===== src/rtl/pbmws_pkg.sv =====
`timescale 1ns / 1ps

package pbmws_pkg;

  localparam int unsigned SAMPLE_W = 16;
  localparam int unsigned DELTA_W  = SAMPLE_W + 1;
  localparam int unsigned SUM_W    = 19;
  localparam int unsigned CFG_W    = 10;

  // Result queue behind the pipeline. It must cover every request in flight.
  localparam int unsigned FIFO_DEPTH = 8;
  localparam int unsigned FIFO_PTR_W = $clog2(FIFO_DEPTH);
  localparam int unsigned FIFO_CNT_W = $clog2(FIFO_DEPTH + 1);

  typedef struct packed {
    logic signed [SUM_W-1:0] sum;
    logic                    last;
  } result_t;

endpackage


===== src/rtl/pbmws_fifo.sv =====
`timescale 1ns / 1ps

module pbmws_fifo (
  input  logic               clk_i,
  input  logic               rst_ni,
  input  logic               push_i,
  input  pbmws_pkg::result_t data_i,
  input  logic               pop_i,
  output logic               valid_o,
  output pbmws_pkg::result_t data_o
);

  localparam int unsigned PTR_W = pbmws_pkg::FIFO_PTR_W;
  localparam int unsigned CNT_W = pbmws_pkg::FIFO_CNT_W;

  pbmws_pkg::result_t mem_q [pbmws_pkg::FIFO_DEPTH];
  logic [PTR_W-1:0]   wr_ptr_q, wr_ptr_d;
  logic [PTR_W-1:0]   rd_ptr_q, rd_ptr_d;
  logic [CNT_W-1:0]   cnt_q, cnt_d;

  // The producer never pushes into a full queue: the top level holds back
  // requests until there is room for their results.
  always_comb begin
    wr_ptr_d = push_i ? wr_ptr_q + PTR_W'(1) : wr_ptr_q;
    rd_ptr_d = pop_i ? rd_ptr_q + PTR_W'(1) : rd_ptr_q;
    cnt_d    = cnt_q + CNT_W'(push_i) - CNT_W'(pop_i);
  end

  always_ff @(posedge clk_i or negedge rst_ni) begin
    if (!rst_ni) begin
      wr_ptr_q <= '0;
      rd_ptr_q <= '0;
      cnt_q    <= '0;
    end else begin
      wr_ptr_q <= wr_ptr_d;
      rd_ptr_q <= rd_ptr_d;
      cnt_q    <= cnt_d;
    end
  end

  always_ff @(posedge clk_i) begin
    if (push_i) begin
      mem_q[wr_ptr_q] <= data_i;
    end
  end

  assign valid_o = (cnt_q != '0);
  assign data_o  = mem_q[rd_ptr_q];

endmodule

===== config.mk =====
export PLATFORM = sky130hd
export DESIGN_NAME = pbmws_fifo
export DESIGN_NICKNAME = d
export VERILOG_FILES = /design/src/rtl/pbmws_pkg.sv /design/src/rtl/pbmws_fifo.sv
export SDC_FILE = /design/constraint.sdc
export NUM_CORES = 1
export LEC_CHECK = 0
export ABC_AREA = 1
export BUFFER_PORTS_ARGS = -buffer_cell sky130_fd_sc_hd__buf_2
export CELL_PAD_IN_SITES_DETAIL_PLACEMENT = 1
export CELL_PAD_IN_SITES_GLOBAL_PLACEMENT = 2
export CORE_ASPECT_RATIO = 1.4
export CORE_MARGIN = 2
export CORE_UTILIZATION = 35
export CTS_BUF_LIST = sky130_fd_sc_hd__clkbuf_16
export DETAILED_ROUTE_END_ITERATION = 8
export PLACE_DENSITY = 0.81
export SYNTH_ARGS = -nofsm -noshare
export SYNTH_HDL_FRONTEND = slang
export SYNTH_SLANG_ARGS = --single-unit
export TNS_END_PERCENT = 30

===== constraint.sdc =====
create_clock -name clk_i -period 2.6 [get_ports clk_i]
set_input_delay 0.26 -clock clk_i [delete_from_list [all_inputs] [get_ports clk_i]]
set_output_delay 0.26 -clock clk_i [all_outputs]
set_load 0.02 [all_outputs]

Yosys cells after proc, flatten, opt, wreduce, memory -nomap -nowiden
Memories as Yosys holds them, arrays and structs flattened.
Index checks and enable logic that the tools add are counted.
{"block": "totals", "input_bits": 24, "elab_cells": 11, "output_inout_bits": 21, "mem_bits_rw": 160, "mem_count": 1, "reg_bits": 10}
{"block": "op_classes", "muxes": 2, "addsub": 4, "n_reduce_logical": 1}
{"name": "mem_q", "words": 8, "word_bits": 20, "read_ports": 1, "rd_ports_with_merged_regs": 0, "wr": 1, "line": "pbmws_fifo.sv:16", "rtl": "pbmws_pkg::result_t mem_q [pbmws_pkg::FIFO_DEPTH];"}
{"op": "3-bit by 1-bit adder with 3-bit output (second input constant)", "n": 2}
{"op": "4-bit by 1-bit adder with 4-bit output", "n": 1}
{"op": "4-bit nonzero test", "n": 1}
{"op": "4-bit by 1-bit subtractor with 4-bit output", "n": 1}
{"op": "1-bit two-way mux", "n": 2}

Longest topological paths before layout
{"block": "depth", "word_depth": 2, "depth_mapped": 8, "ltp_nobuf": 7}

Worst setup path before layout
No wires, ideal clock.
{"block": "synth_path", "path_type": "register to register", "from": "register wr_ptr_q[0]", "to": "memory mem_q[0][0] in the netlist's numbering, enable pin", "setup_slack_ns": 0.610, "stages_incl_launch_ff": 3, "setup_ns": 0.397, "arrival_ns": 1.594, "cell_sequence": "dfrtp_1 > or2_2 > nor2_1"}
{"item": "start, declared", "line": "pbmws_fifo.sv:17", "rtl": "logic [PTR_W-1:0] wr_ptr_q, wr_ptr_d;"}
{"item": "start signal, assigned", "line": "pbmws_fifo.sv:35", "rtl": "wr_ptr_q <= wr_ptr_d;"}
{"item": "end, declared", "line": "pbmws_fifo.sv:16"}
No word-level cell before the write port.

==> reports/metrics.cfg <==
[outcome]
outcome=complete, no violations

[pwr]
p_per_area_mw_per_mm2=1100
leakage_nw=4.03
ir_drop_mv=0.582
p_int_w=0.00583
power_frac_comb_pct=36.6
swShare_pct=38.7
seqPwrFrac_pct=36.3
switchingPower_w=0.00369
power_frac_clock_pct=27.1

[grt]
antenna_found_initial=1
overflow=0
grt_pass1_vias=5234
grt_max_degree=83
grtUsageTotal_pct=17.1
grt_pass1_wl_um=28800

[cells_and_area]
layout.nets=835
drive_gt1_share_pct=12.4
syn_to_final_growth_pct=14.6
nFillCells=2395

[routing]
vias=4994
via_per_inst=4.64
detail_route.iter0.violations=273
dr.pass1.iters=4
drc=0
wirelength_um=17800
routedWlPerCell_um=16.6
ant_nets=0

[sta]
finalHoldViolations=0
period_needed_ns=2.25
final.setup.tns_ns=0
post-route-period-util_pct=86.4
rsz0062_at_grt=false
setup_viol=0
fin_skew_ns=0.00793
fmax_ghz=0.445
slew-limit-headroom_pct=57.6
timing.final.ws_setup_ns=0.353
drv_slew=0
timing.hold.ws_ns=0.0968
worst_pin_slew_ns=0.635

[synthesis]
synth-seq-area-share_pct=66.9
synthDistinctLibCells=20
synth_xor_area_share_pct=0.579
synth_fa_ha_area_share_pct=1.42
synth_area_leader_cell=edfxtp_1
ys_warn_count=0
synth_top_area_share_pct=63.6
synthCells=756
synth-simple-area-share_pct=19.4
synth_top_family_by_area=simple AND/OR/NAND/NOR gates
ys_top_cells_by_area=edfxtp_1, nand2_1, inv_1, nand3_1, dfrtp_1
synth-seq-cells=170
synth-main-ff-cell=edfxtp_1
synth_area_mm2=0.00756
synthesis.nets=788
synth_mux_area_share_pct=0
synth_edf_count=160
synth_area_per_cell_um2=10.0
ys_async_sr_fraction_pct=5.88
synth_compound_area_share_pct=0.199

[floorplanning]
die_x_um=128
ios=45
fp.coreArea_mm2=0.0212
dieArea_mm2=0.0228
rows=63
start_util_pct=35.6
die_height_um=178

[clock_network]
cts_tree=yes
cts_hold_buf=1
cts_resized=0
clock_latency_ns=0.43
clock_path_buffers=2
cts.sinks=170
cts_buffers=17
h-tree-depth=4
cts-root-buf=clkbuf_16
post_cts_buffers=0
clk_pin_slew_worst_paths_ns=0.07

[worst_hold_path]
hold_path.class=in -> reg

[worst_setup_path]
cp_data_required_time_ns=2.34
endpoint_kind=primary output
arrival_ns=1.99
cp_max_fo=80
critical_path_class=reg -> out
worst_setup_path_start_kind=flip-flop

[job]
maxCapViolCount=0

[placement]
place_ws_ns=0.763
dp_hpwl_um=10200
io_buffer_count=44
gp_congestion=0.700

-- through the flow --
step | utilization, % | power, W | area (um^2) | instances
2_1_floorplan | - | 0.00602 | 7560 | 756
3_3_place_gp | 38.0 | 0.00705 | 8050 | 1043
3_5_place_dp | 38.0 | 0.00710 | 8050 | 1043
4_1_cts | 40.8 | 0.00970 | 8660 | 1076
5_1_grt | 40.8 | 0.0102 | 8660 | 1076
6_report | 40.9 | 0.00952 | 8660 | 1077
-- placed cells by master, fill, tap and decap left out --
cell,synthesis,routed
buf_2,16,44
nand2_1,272,272
edfxtp_1,160,160
xor2_1,4,4
dlygate4sd3_1,0,1
dfrtp_1,10,9
inv_2,1,1
diode_2,0,1
clkinvlp_4,0,2
inv_8,0,2
ha_1,7,7
o21ai_0,2,2
bufinv_16,0,2
fa_1,1,1
buf_12,0,2
clkbuf_16,0,17
inv_1,175,175
or2_2,1,1
xnor2_1,1,1
buf_4,2,11
nand3_1,82,82
a21oi_1,1,1
clkinv_4,0,2
inv_6,1,8
nor2_2,0,8
dfrtp_2,0,1
-- final cells by class --
| type | count | area [um^2] | share of cell area [%] |
|---|---|---|---|
| timing repair buffer | 58 | 353 | 4.07 |
| antenna | 1 | 2.50 | 0.0289 |
| sequential | 170 | 5060 | 58.4 |
| tap | 260 | 325 | 3.76 |
| multi-input combinational | 379 | 1650 | 19.1 |
| clock inverter | 15 | 176 | 2.04 |
| inverter | 177 | 669 | 7.73 |
| clock buffer | 17 | 425 | 4.91 |
-- layer usage --
layer | wire length, um | vias up | part of all wire, % | track usage (%)
met5 | 0 | - | 0 | 0
met4 | 192 | 0 | 1.1 | 4.76
met3 | 581 | 12 | 3.3 | 3.68
met2 | 9270 | 88 | 52 | 31.0
met1 | 7780 | 2458 | 44 | 20.3
li1 | - | 2436 | - | -
-- worst max-delay path, stage by stage, from the launching register on --
cell	delay, ns
dfrtp_2	0.45
inv_6	0.45
nand2_1	0.13
nand3_1	0.13
nand2_1	0.07
nand2_1	0.05
nand2_1	0.08
buf_2	0.16
-- worst paths after layout --
check | start | slack (ns) | to | cells past startpoint
worst min register to register | wr_ptr_q[0] | 0.56 | wr_ptr_q[0] | 2
min in group asynchronous | rst_ni | 0.23 | cnt_q[1] | 2
worst max register to register | wr_ptr_q[0] | 0.97 | mem_q[2][7] | 3
worst max-delay path | rd_ptr_q[0] | 0.35 | data_o[5] | 7
max in group asynchronous | rst_ni | 2.13 | rd_ptr_q[0] | 2
worst min-delay path | data_i[10] | 0.1 | mem_q[7][10] | 1
-- power groups by stage --
stage,sequential (W),combinational (W),clock [W]
floorplan,0.00349,0.00253,0
global placement,0.00350,0.00354,0
detailed placement,0.00352,0.00358,0
CTS,0.00346,0.00359,0.00265
global route,0.00349,0.00397,0.00275
finish,0.00346,0.00349,0.00258
-- Yosys cell counts (3+ instances only) --
master and count:
buf_2 16, buf_6 8, clkbuf_1 3, dfrtp_1 10, edfxtp_1 160, ha_1 7, inv_1 175, nand2_1 272
nand3_1 82, nor2_1 8, xor2_1 4
-- flip-flops by register name, indices dropped and copies added, names as in the netlist --
register / flops
rd_ptr_q: 3
cnt_q: 4
mem_q: 160
wr_ptr_q: 3
-- cell families (layout without fill, tap and decap cells) --
group / count (synthesis) / count (layout)
other: 0 / 1
buffers and inverters: 207 / 267
AOI/OAI and AO/OA: 3 / 3
xor gates and xnor gates: 5 / 5
adders and majority gates: 8 / 8
and+or+nand+nor: 363 / 363
DFF: 170 / 170
Power figures use the tool's default switching activity.
